`src/rtl/jtdp_pkg.sv`:
```
// Package for the JVM type descriptor parser: transfer structs, the phase
// encoding, type, role and status codes, and the descriptor letters.
// Depends on nothing; every other file uses it by scoped names.
`timescale 1ns / 1ps
`default_nettype none

package jtdp_pkg;

    typedef struct packed {
        logic       mode;
        logic [7:0] character;
        logic       no_char;
        logic       last;
    } t_in;

    typedef struct packed {
        logic [3:0] type_code;
        logic [1:0] role;
        logic [7:0] consumed_length;
        logic [3:0] status;
        logic       final_res;
    } t_out;

    typedef enum logic [3:0] {
        PH_IDLE   = 4'd0,
        PH_FSTART = 4'd1,
        PH_FELEM  = 4'd2,
        PH_FCLASS = 4'd3,
        PH_FDONE  = 4'd4,
        PH_FERR   = 4'd5,
        PH_MSTART = 4'd6,
        PH_MARG   = 4'd7,
        PH_MELEM  = 4'd8,
        PH_MCLASS = 4'd9,
        PH_MSKIP  = 4'd10,
        PH_RSTART = 4'd11,
        PH_RELEM  = 4'd12,
        PH_RCLASS = 4'd13,
        PH_RDONE  = 4'd14,
        PH_HALT   = 4'd15
    } t_phase;

    localparam logic [3:0] TC_CLASS = 4'd8;
    localparam logic [3:0] TC_ARRAY = 4'd9;
    localparam logic [3:0] TC_VOID  = 4'd10;
    localparam logic [3:0] TC_NONE  = 4'd15;
    localparam logic [3:0] TC_MAX   = 4'd10;

    localparam logic [1:0] ROLE_ARG    = 2'd0;
    localparam logic [1:0] ROLE_RETURN = 2'd1;
    localparam logic [1:0] ROLE_FIELD  = 2'd2;

    localparam logic [3:0] ST_OK        = 4'd0;
    localparam logic [3:0] ST_EMPTY     = 4'd1;
    localparam logic [3:0] ST_NO_LBRACE = 4'd2;
    localparam logic [3:0] ST_NO_RBRACE = 4'd3;
    localparam logic [3:0] ST_NO_RETURN = 4'd4;
    localparam logic [3:0] ST_BAD_REF   = 4'd5;
    localparam logic [3:0] ST_BAD_ARRAY = 4'd6;
    localparam logic [3:0] ST_UNRECOG   = 4'd7;
    localparam logic [3:0] ST_TAIL      = 4'd8;
    localparam logic [3:0] ST_MAX       = 4'd8;

    localparam logic [7:0] CH_BYTE   = 8'h42;
    localparam logic [7:0] CH_CHAR   = 8'h43;
    localparam logic [7:0] CH_DOUBLE = 8'h44;
    localparam logic [7:0] CH_FLOAT  = 8'h46;
    localparam logic [7:0] CH_INT    = 8'h49;
    localparam logic [7:0] CH_LONG   = 8'h4A;
    localparam logic [7:0] CH_SHORT  = 8'h53;
    localparam logic [7:0] CH_BOOL   = 8'h5A;
    localparam logic [7:0] CH_VOID   = 8'h56;
    localparam logic [7:0] CH_CLASS  = 8'h4C;
    localparam logic [7:0] CH_ARRAY  = 8'h5B;
    localparam logic [7:0] CH_LPAREN = 8'h28;
    localparam logic [7:0] CH_RPAREN = 8'h29;
    localparam logic [7:0] CH_SEMI   = 8'h3B;

    function automatic logic [3:0] prim_code(input logic [7:0] c);
        logic [3:0] r;
        case (c)
            CH_BYTE:   r = 4'd0;
            CH_CHAR:   r = 4'd1;
            CH_DOUBLE: r = 4'd2;
            CH_FLOAT:  r = 4'd3;
            CH_INT:    r = 4'd4;
            CH_LONG:   r = 4'd5;
            CH_SHORT:  r = 4'd6;
            CH_BOOL:   r = 4'd7;
            default:   r = TC_NONE;
        endcase
        return r;
    endfunction

endpackage

`default_nettype wire

```
`src/rtl/jvm_type_descriptor_parser.sv`:
```
// Top level of the JVM field and method descriptor parser.
// Depends on jtdp_pkg for the transfer structs, phase encoding and codes.
//
//   channel   direction  handshake           payload
//   input     in         i_valid / o_stall   i_data  (jtdp_pkg::t_in)
//   result    out        o_valid / i_stall   o_data  (jtdp_pkg::t_out)
//
// Each character passes through the input register and one parse step;
// a new transfer is taken every cycle while results keep draining.
// A result reaches the result register after its input has left the input register.
// The rate is set by the single parse step between the input register and
// the result register. A stalled result register holds the parse step back.
// Reset returns the parser to the start of a descriptor with both registers empty.
`timescale 1ns / 1ps
`default_nettype none

module jvm_type_descriptor_parser #(
    parameter int unsigned MAX_LEN = 255
) (
    input  wire             i_clk,
    input  wire             i_rst_n,
    input  wire             i_valid,
    output logic            o_stall,
    input  jtdp_pkg::t_in   i_data,
    output logic            o_valid,
    input  wire             i_stall,
    output jtdp_pkg::t_out  o_data
);

    localparam int unsigned POS_W = $clog2(MAX_LEN + 1);
    localparam logic [POS_W-1:0] POS_MAX = POS_W'(MAX_LEN);

    logic              r_in_valid;
    jtdp_pkg::t_in     r_in;
    logic              r_out_valid;
    jtdp_pkg::t_out    r_out;

    logic              r_mode;
    jtdp_pkg::t_phase  r_phase;
    logic              r_in_array;
    logic [POS_W-1:0]  r_position;
    logic [3:0]        r_first_error;
    logic [3:0]        r_ret_type;
    logic [3:0]        r_ret_status;
    logic [3:0]        r_field_type;

    logic              n_mode;
    jtdp_pkg::t_phase  n_phase;
    logic              n_in_array;
    logic [POS_W-1:0]  n_position;
    logic [3:0]        n_first_error;
    logic [3:0]        n_ret_type;
    logic [3:0]        n_ret_status;
    logic [3:0]        n_field_type;
    jtdp_pkg::t_out    n_out;
    logic              w_emit;

    logic              w_advance;
    logic              w_in_load;
    jtdp_pkg::t_phase  w_ph;
    logic [7:0]        w_c;
    logic [3:0]        w_p;
    logic              w_is_prim;
    logic              w_arg_done;
    logic [3:0]        w_typ;
    logic [3:0]        w_st;

    assign w_advance = r_in_valid && (!r_out_valid || !i_stall);
    assign w_in_load = !r_in_valid || w_advance;
    assign o_stall   = !w_in_load;
    assign o_valid   = r_out_valid;
    assign o_data    = r_out;

    assign w_c       = r_in.character;
    assign w_p       = jtdp_pkg::prim_code(r_in.character);
    assign w_is_prim = (w_p != jtdp_pkg::TC_NONE);

    always_comb begin
        n_mode        = r_mode;
        n_phase       = r_phase;
        n_in_array    = r_in_array;
        n_position    = r_position;
        n_first_error = r_first_error;
        n_ret_type    = r_ret_type;
        n_ret_status  = r_ret_status;
        n_field_type  = r_field_type;
        w_arg_done    = 1'b0;
        w_typ         = '0;
        w_st          = jtdp_pkg::ST_OK;
        n_out         = '0;
        w_emit        = 1'b0;

        if (r_phase == jtdp_pkg::PH_IDLE) begin
            n_mode  = r_in.mode;
            n_phase = r_in.mode ? jtdp_pkg::PH_MSTART : jtdp_pkg::PH_FSTART;
        end
        w_ph = n_phase;

        if (!r_in.no_char) begin
            if (n_mode) begin
                unique case (w_ph)
                    jtdp_pkg::PH_MSTART: begin
                        if (w_c == jtdp_pkg::CH_LPAREN) begin
                            n_phase = jtdp_pkg::PH_MARG;
                        end else begin
                            n_first_error = jtdp_pkg::ST_NO_LBRACE;
                            n_phase       = jtdp_pkg::PH_HALT;
                        end
                    end
                    jtdp_pkg::PH_MARG, jtdp_pkg::PH_MELEM: begin
                        if (w_c == jtdp_pkg::CH_RPAREN) begin
                            if (w_ph == jtdp_pkg::PH_MELEM) begin
                                n_first_error = jtdp_pkg::ST_BAD_ARRAY;
                            end
                            n_in_array = 1'b0;
                            n_phase    = jtdp_pkg::PH_RSTART;
                        end else if (w_is_prim) begin
                            w_typ      = r_in_array ? jtdp_pkg::TC_ARRAY : w_p;
                            w_arg_done = 1'b1;
                            n_in_array = 1'b0;
                            n_phase    = jtdp_pkg::PH_MARG;
                        end else if (w_c == jtdp_pkg::CH_CLASS) begin
                            n_phase = jtdp_pkg::PH_MCLASS;
                        end else if (w_c == jtdp_pkg::CH_ARRAY) begin
                            n_in_array = 1'b1;
                            n_phase    = jtdp_pkg::PH_MELEM;
                        end else begin
                            n_first_error = r_in_array ? jtdp_pkg::ST_BAD_ARRAY
                                                       : jtdp_pkg::ST_UNRECOG;
                            n_in_array    = 1'b0;
                            n_phase       = jtdp_pkg::PH_MSKIP;
                        end
                    end
                    jtdp_pkg::PH_MCLASS: begin
                        if (w_c == jtdp_pkg::CH_RPAREN) begin
                            n_first_error = r_in_array ? jtdp_pkg::ST_BAD_ARRAY
                                                       : jtdp_pkg::ST_BAD_REF;
                            n_in_array    = 1'b0;
                            n_phase       = jtdp_pkg::PH_RSTART;
                        end else if (w_c == jtdp_pkg::CH_SEMI) begin
                            w_typ      = r_in_array ? jtdp_pkg::TC_ARRAY : jtdp_pkg::TC_CLASS;
                            w_arg_done = 1'b1;
                            n_in_array = 1'b0;
                            n_phase    = jtdp_pkg::PH_MARG;
                        end
                    end
                    jtdp_pkg::PH_MSKIP: begin
                        if (w_c == jtdp_pkg::CH_RPAREN) begin
                            n_phase = jtdp_pkg::PH_RSTART;
                        end
                    end
                    jtdp_pkg::PH_RSTART, jtdp_pkg::PH_RELEM: begin
                        if (w_ph == jtdp_pkg::PH_RSTART && w_c == jtdp_pkg::CH_VOID) begin
                            n_ret_type = jtdp_pkg::TC_VOID;
                            n_phase    = jtdp_pkg::PH_RDONE;
                        end else if (w_is_prim) begin
                            n_ret_type = r_in_array ? jtdp_pkg::TC_ARRAY : w_p;
                            n_phase    = jtdp_pkg::PH_RDONE;
                        end else if (w_c == jtdp_pkg::CH_CLASS) begin
                            n_phase = jtdp_pkg::PH_RCLASS;
                        end else if (w_c == jtdp_pkg::CH_ARRAY) begin
                            n_in_array = 1'b1;
                            n_phase    = jtdp_pkg::PH_RELEM;
                        end else begin
                            n_ret_status = r_in_array ? jtdp_pkg::ST_BAD_ARRAY
                                                      : jtdp_pkg::ST_UNRECOG;
                            n_phase      = jtdp_pkg::PH_HALT;
                        end
                    end
                    jtdp_pkg::PH_RCLASS: begin
                        if (w_c == jtdp_pkg::CH_SEMI) begin
                            n_ret_type = r_in_array ? jtdp_pkg::TC_ARRAY : jtdp_pkg::TC_CLASS;
                            n_phase    = jtdp_pkg::PH_RDONE;
                        end
                    end
                    jtdp_pkg::PH_RDONE: begin
                        n_ret_status = (r_ret_type == jtdp_pkg::TC_VOID) ?
                                       jtdp_pkg::ST_UNRECOG : jtdp_pkg::ST_TAIL;
                        n_phase      = jtdp_pkg::PH_HALT;
                    end
                    default: begin
                    end
                endcase
            end else begin
                if (w_ph == jtdp_pkg::PH_FSTART || w_ph == jtdp_pkg::PH_FELEM) begin
                    if (r_position < POS_MAX) begin
                        n_position = r_position + 1'b1;
                    end
                    if (w_is_prim) begin
                        n_field_type = r_in_array ? jtdp_pkg::TC_ARRAY : w_p;
                        n_phase      = jtdp_pkg::PH_FDONE;
                    end else if (w_c == jtdp_pkg::CH_CLASS) begin
                        n_phase = jtdp_pkg::PH_FCLASS;
                    end else if (w_c == jtdp_pkg::CH_ARRAY) begin
                        n_in_array = 1'b1;
                        n_phase    = jtdp_pkg::PH_FELEM;
                    end else begin
                        n_first_error = r_in_array ? jtdp_pkg::ST_BAD_ARRAY
                                                   : jtdp_pkg::ST_UNRECOG;
                        n_phase       = jtdp_pkg::PH_FERR;
                    end
                end else if (w_ph == jtdp_pkg::PH_FCLASS) begin
                    if (r_position < POS_MAX) begin
                        n_position = r_position + 1'b1;
                    end
                    if (w_c == jtdp_pkg::CH_SEMI) begin
                        n_field_type = r_in_array ? jtdp_pkg::TC_ARRAY : jtdp_pkg::TC_CLASS;
                        n_phase      = jtdp_pkg::PH_FDONE;
                    end
                end
            end
        end

        if (r_in.last) begin
            w_emit = 1'b1;
            n_out.final_res = 1'b1;
            if (!n_mode) begin
                unique case (n_phase)
                    jtdp_pkg::PH_FSTART: w_st = jtdp_pkg::ST_EMPTY;
                    jtdp_pkg::PH_FELEM:  w_st = jtdp_pkg::ST_BAD_ARRAY;
                    jtdp_pkg::PH_FCLASS: w_st = n_in_array ? jtdp_pkg::ST_BAD_ARRAY
                                                           : jtdp_pkg::ST_BAD_REF;
                    jtdp_pkg::PH_FDONE:  w_st = jtdp_pkg::ST_OK;
                    default:             w_st = n_first_error;
                endcase
                n_out.role   = jtdp_pkg::ROLE_FIELD;
                n_out.status = w_st;
                if (w_st == jtdp_pkg::ST_OK) begin
                    n_out.type_code       = n_field_type;
                    n_out.consumed_length = 8'(n_position);
                end
            end else begin
                unique case (n_phase)
                    jtdp_pkg::PH_MSTART: w_st = jtdp_pkg::ST_EMPTY;
                    jtdp_pkg::PH_MARG, jtdp_pkg::PH_MELEM,
                    jtdp_pkg::PH_MCLASS, jtdp_pkg::PH_MSKIP:
                        w_st = jtdp_pkg::ST_NO_RBRACE;
                    jtdp_pkg::PH_RSTART: w_st = jtdp_pkg::ST_NO_RETURN;
                    jtdp_pkg::PH_RELEM:
                        w_st = (n_first_error != jtdp_pkg::ST_OK) ? n_first_error
                                                                   : jtdp_pkg::ST_BAD_ARRAY;
                    jtdp_pkg::PH_RCLASS:
                        w_st = (n_first_error != jtdp_pkg::ST_OK) ? n_first_error :
                               (n_in_array ? jtdp_pkg::ST_BAD_ARRAY : jtdp_pkg::ST_BAD_REF);
                    jtdp_pkg::PH_RDONE:  w_st = n_first_error;
                    default:
                        w_st = (n_first_error != jtdp_pkg::ST_OK) ? n_first_error
                                                                   : n_ret_status;
                endcase
                n_out.role   = jtdp_pkg::ROLE_RETURN;
                n_out.status = w_st;
                if (w_st == jtdp_pkg::ST_OK) begin
                    n_out.type_code = n_ret_type;
                end
            end
            n_mode        = 1'b0;
            n_phase       = jtdp_pkg::PH_IDLE;
            n_in_array    = 1'b0;
            n_position    = '0;
            n_first_error = '0;
            n_ret_type    = '0;
            n_ret_status  = '0;
            n_field_type  = '0;
        end else if (w_arg_done) begin
            w_emit          = 1'b1;
            n_out.type_code = w_typ;
            n_out.role      = jtdp_pkg::ROLE_ARG;
        end
    end

    always_ff @(posedge i_clk) begin
        if (!i_rst_n) begin
            r_in_valid    <= 1'b0;
            r_out_valid   <= 1'b0;
            r_mode        <= 1'b0;
            r_phase       <= jtdp_pkg::PH_IDLE;
            r_in_array    <= 1'b0;
            r_position    <= '0;
            r_first_error <= '0;
            r_ret_type    <= '0;
            r_ret_status  <= '0;
            r_field_type  <= '0;
        end else begin
            if (w_in_load) begin
                r_in_valid <= i_valid;
            end
            if (w_advance) begin
                r_mode        <= n_mode;
                r_phase       <= n_phase;
                r_in_array    <= n_in_array;
                r_position    <= n_position;
                r_first_error <= n_first_error;
                r_ret_type    <= n_ret_type;
                r_ret_status  <= n_ret_status;
                r_field_type  <= n_field_type;
                r_out_valid   <= w_emit;
            end else if (r_out_valid && !i_stall) begin
                r_out_valid <= 1'b0;
            end
        end
    end

    always_ff @(posedge i_clk) begin
        if (w_in_load && i_valid) begin
            r_in <= i_data;
        end
        if (w_advance && w_emit) begin
            r_out <= n_out;
        end
    end

endmodule

`default_nettype wire

```
`config.mk`:
```
export PLATFORM = sky130hd
export DESIGN_NAME = jvm_type_descriptor_parser
export DESIGN_NICKNAME = d
export VERILOG_FILES = /design/src/rtl/jtdp_pkg.sv /design/src/rtl/jvm_type_descriptor_parser.sv
export SDC_FILE = /design/constraint.sdc
export NUM_CORES = 1
export LEC_CHECK = 0
export ABC_AREA = 1
export BUFFER_PORTS_ARGS = -buffer_cell sky130_fd_sc_hd__buf_2
export CAP_MARGIN = 10
export CELL_PAD_IN_SITES_DETAIL_PLACEMENT = 1
export CELL_PAD_IN_SITES_GLOBAL_PLACEMENT = 2
export CORE_UTILIZATION = 31
export DETAILED_ROUTE_END_ITERATION = 8
export PLACE_DENSITY_LB_ADDON = 0.12
export SETUP_SLACK_MARGIN = 0.3
export SLEW_MARGIN = 20
export SYNTH_ARGS = -nofsm -noshare
export SYNTH_HDL_FRONTEND = slang
export SYNTH_SLANG_ARGS = --single-unit
```
`constraint.sdc`:
```
create_clock -name i_clk -period 2.86 [get_ports i_clk]
set_clock_uncertainty 0.15 [all_clocks]
set_input_delay 0 -clock i_clk [delete_from_list [all_inputs] [get_ports i_clk]]
set_output_delay 0 -clock i_clk [all_outputs]
set_load 0.03 [all_outputs]
```
Yosys cells after proc, flatten, opt, wreduce, memory -nomap -nowiden
Index checks and enable logic that the tools add are counted.

Word-level logic and storage cells: 208. Input port bits: 15. Register bits after elaboration: 62. Output and inout bits: 21.

$lt $le $gt $ge: 1. Bitwise operators: 2. Muxes and demuxes: 123. Equality and inequality tests: 41. Add/subtract/negate cells: 1. Reduce and logical (&&, ||, !) cells: 21.

Operator list (count): $mux 4 (63); $eq 8x7->1 const B (11); $eq 4x4->1 const B (15); $mux 8 (6); $pmux 4 s8 (1); $mux 1 (29); $pmux 4 s7 (1); $eq 8x6->1 const B (3); $pmux 4 s2 (3); $pmux 4 s6 (1); $eq 4x3->1 const B (5); $mux 6 (3); $eq 4x2->1 const B (4); $mux 2 (8); $pmux 4 s4 (1); $logic_not 4->1 (3); $mux 3 (4); $pmux 4 s3 (1); $add 8x1->8 const B (1); $eq 4x1->1 const B (2); $lt 8x8->1 const B (1); $logic_and 1x1->1 (5); $logic_not 1->1 (4); $ne 4x4->1 const B (1); 9 further kinds (13).

Depth between registers and ports, before layout
Depth in word-level cells: 17. Depth in mapped cells: 25. Mapped depth without buffers: 24.

Least setup slack after synthesis
Ideal clock, no wire load.

Kind: flip-flop to flip-flop. Start point: register r_in, in the netlist w_c[4]. End point: register r_out, in the netlist o_data[0] (enable). Path buffers: 0. Period minus slack after synthesis: 2894 ps. Setup slack: -34 ps. Cell stages (with the launch flop): 10. Arrival time: 2341 ps. Library setup time: 403 ps. Path through: edfxtp_1 nor2_1 inv_2 nor2_2 nand2_1 nand3_2 nand2_1 a21oi_1 inv_1 a21oi_1.

Cells in the longest elaborated chain, start to end: 11.

Ends and longest elaborated chain: start, declared (RTL line jvm_type_descriptor_parser.sv:34) `jtdp_pkg::t_in r_in;`; start signal, assigned (RTL line jvm_type_descriptor_parser.sv:305) `r_in <= i_data;`; $eq 8x7->1 (RTL line jtdp_pkg.sv:81) `case (c)`; $pmux 4 s8 (RTL line jtdp_pkg.sv:81); $ne 4x4->1 (RTL line jvm_type_descriptor_parser.sv:76) `assign w_is_prim = (w_p != jtdp_pkg::TC_NONE);`; $mux 1 (RTL line jvm_type_descriptor_parser.sv:117) `end else if (w_is_prim) begin`; $mux 1 (RTL line jvm_type_descriptor_parser.sv:111) `if (w_c == jtdp_pkg::CH_RPAREN) begin`; $pmux 1 s2 (*) (RTL line jvm_type_descriptor_parser.sv:101) `unique case (w_ph)`; $mux 1 (*) (RTL line jvm_type_descriptor_parser.sv:100) `if (n_mode) begin`; $mux 1 (*) (RTL line jvm_type_descriptor_parser.sv:99) `if (!r_in.no_char) begin`; $mux 1 (*) (RTL line jvm_type_descriptor_parser.sv:264) `end else if (w_arg_done) begin`; $mux 1 (*) (RTL line jvm_type_descriptor_parser.sv:214) `if (r_in.last) begin`; $logic_and 1x1->1 (*) (RTL line jvm_type_descriptor_parser.sv:307) `if (w_advance && w_emit) begin`; end signal, assigned (RTL line jvm_type_descriptor_parser.sv:308) `r_out <= n_out;`; end, declared (RTL line jvm_type_descriptor_parser.sv:36) `jtdp_pkg::t_out r_out;`.

Mark *: on every way between the ends. The rest lies on a longest branch, timed or not. A chain may end at the register's enable or synchronous reset.

==> flow_metrics.py <==
metrics = {
    "yosys": {
        "yosys_register_bits": 62,
        "synth_largest_area_cell": "edfxtp_1",
        "synth_common_cells": "nand2_1, inv_1, nor2_1",
        "synth_top_area_frac": 0.1982,
        "ys_async_sr_fraction": 0,
        "avgSynthCellArea_um2": 6.673,
        "syn_nets": 697,
        "synth_enable_flop_cells": 30,
        "ys.flop_type": "dfxtp_1",
        "synthCells": 681,
        "syn-cell-area_um2": 4544,
        "yosysMostFrequentCell": "nand2_1",
        "synthTopCellsByArea": "edfxtp_1, nand2_1, dfxtp_1",
        "synth_cell_types": 52,
        "seq_area_frac_synth": 0.3392,
        "ys_warn_count": 0,
    },
    "floorplan": {
        "initial_core_util": 0.3224,
        "core_um2": 14100,
        "rows": 43,
        "io-pin-count": 36,
        "die_h_um": 123.1,
        "die_w_um": 123.1,
        "die_area_um2": 15150,
    },
    "detailed_routing": {
        "drt_wl_total_um": 19920,
        "drtAntennaViolNets": 0,
        "drtIter0Drc": 250,
        "vias": 5489,
        "drt_first_pass_iters": 4,
        "drcViolationCount": 0,
        "vias_per_cell": 5.059,
        "wl_per_cell_um": 18.36,
    },
    "cells_and_area": {
        "fill_cells": 1772,
        "drive_above_1_share": 0.4619,
        "antennaDiodeCount": 0,
        "area_growth_pct": 62.06,
        "fin_cells": 1085,
        "fin_nets": 916,
    },
    "timing": {
        "relSlewSlack": 0.5929,
        "setup_viol": 16,
        "worst-slew-pin-transition_ps": 605.0,
        "finalCriticalPeriod_ps": 3018,
        "post-route-period-util": 1.055,
        "hold_viol_final": 0,
        "rsz0062_at_grt": "true",
        "max_freq_mhz": 331.4,
        "slew_violations": 0,
        "fin_ws_ps": -157.6,
    },
    "worst_setup_path": {
        "worstSetupPathType": "reg2reg",
        "cp.required_ps": 2800,
        "crit_path_cell_trace": "buf_4 > nor2_2 > nand2_2 > inv_4 > nand3_4 > buf_6 > nand2_1 > inv_1 > nand4_1 > nand2_1 > inv_1 > nand2_1 > nand2_1 > nand2_1 > a21oi_2 > nand2_2 > o21ai_0 > nand2_1 > nand2_2 > nor2_4 > nand3_1 > nand2_1",
        "critical_path.most_common_cell": "nand2_1",
        "critPathMaxStageDelay_ps": 410,
        "crit_arrival_ps": 2960,
        "slowest_stage": "edfxtp_1",
        "setup.worst_path.end_class": "register",
        "crit_path_max_fanout": 6,
        "cp-start-kind": "register",
    },
    "global_route": {
        "grt_pass1_vias": 5704,
        "antenna_found_initial": 0,
        "grt-ovfl-total": 0,
        "grt_pass1_wl_um": 30020,
        "grt_start_max_net_pins": 32,
        "grt.total_usage": 0.2661,
    },
    "cts": {
        "clock_sinks": 62,
        "cts_buffer_depth": 2,
        "cts_root_buf": "clkbuf_16",
        "clkTransAtPathRegs_ps": 60,
        "clk_latency_ps": 340,
        "htreeDepth": 3,
        "cts_tree": "built",
        "cts_buffers": 9,
    },
    "placement": {
        "hpwl_um": 14290,
        "place_inst": 1017,
        "port_buffers": 35,
        "gp_congestion": 0.9092,
        "place_worst_setup_slack_ps": -326.7,
    },
    "run": {
        "drv_cap": 0,
    },
    "power_and_ir_drop": {
        "p_leak_nw": 3.295,
        "vdd.ir_drop.worst_mv": 0.3088,
        "power_density_nw_per_um2": 386.1,
    },
    "run_status": {
        "violations": "setup timing",
        "status": "finished with violations",
    },
    "worst_hold_path": {
        "hold_class": "in2reg",
    },
}
layout by cell type (no fill, tap or decap), types with 25 or more instances in the layout:
cell type and count:
nand2_1 152, buf_4 151, dfxtp_1 28, nand3_1 36, nor2_1 49, edfxtp_1 30
nand2_2 36, a21oi_1 34, nor2_4 25, buf_2 35, inv_1 68
logic make-up after synthesis:
kind of cell / synth area share
adder cells (fa/ha/maj): 0.002753
AO/OA/AOI/OAI: 0.1476
XOR/XNOR: 0.009636
AND/OR/NAND/NOR: 0.4012
flip-flops: 0.3392
buffers and inverters: 0.09967
worst max-delay path, delay by kind of cell, from the launching register on:
family,cells,cell delay (ps)
simple gates,15,1280
flops,1,410
compound gates,2,380
buf+inv,5,550
sequential cells by signal, indices dropped and copies added, names as in the netlist, 3 cells and up:
| signal | cells |
|---|---|
| r_phase | 4 |
| r_field_type | 4 |
| r_position | 8 |
| r_ret_type | 4 |
| o_data | 19 |
| r_first_error | 4 |
| r_ret_status | 4 |
| r_in | 3 |
| w_c | 8 |
path summary, 6_finish.rpt:
check / slack [ps] / endpoint / from / cells after the start
min reg2reg: 320 / r_field_type[1] / r_field_type[1] / 2
min: 220 / r_in[1] / i_data[1] / 2
max: -160 / o_data[15] / w_c[7] / 22
max reg2reg: -160 / o_data[15] / w_c[7] / 22
power by group:
| part | internal (W) | total [W] | switching, W |
|---|---|---|---|
| Sequential | 0.000955 | 0.000979 | 0.0000236 |
| Combinational | 0.000349 | 0.000827 | 0.000478 |
| Clock | 0.000586 | 0.00104 | 0.000452 |
| Total | 0.00189 | 0.00284 | 0.000953 |
per-stage QoR:
step                      area, µm²  total power [W]    util  hold WS, ps  setup TNS (ps)
final                          7365         0.002843  0.5225        216.3           -1992
after global routing           7365         0.002955  0.5225        232.2           -4969
after CTS                      6759         0.002749  0.4795        204.0           -2026
after detailed placement       6007         0.001622  0.4261        28.27           -4723
after global placement         6007         0.001608  0.4261        26.27           -3576
after floorplan                4632         0.001337       -       -51.13               0
what timing repair did:
item	in CTS	in global routing
resized for setup	67	105
setup buffers	14	21
endpoints found under the setup margin	49	56
hold buffers	14	0
pin swaps	20	48
endpoints found under the hold margin	14	0
cloned	0	3
metal layers:
metal	track usage	routed length (µm)	up-vias	part of all wire
li1	-	-	2671	-
met1	0.3357	8908	2693	0.45
met2	0.4695	10140	94	0.51
met5	0	0	-	0
met3	0.02629	398	31	0.020
met4	0.09488	474	0	0.024
cell type report:
class / count / area (µm²) / share of cell area
Sequential cell: 62 / 1549 / 0.2103
Inverter: 100 / 399.1 / 0.05420
Tap cell: 180 / 225.2 / 0.03058
Multi-Input combinational cell: 506 / 3164 / 0.4297
Clock inverter: 6 / 37.54 / 0.005097
Clock buffer: 10 / 229.0 / 0.03109
Timing Repair Buffer: 221 / 1760 / 0.2390
Note: power is estimated with default switching activity, not from simulation.
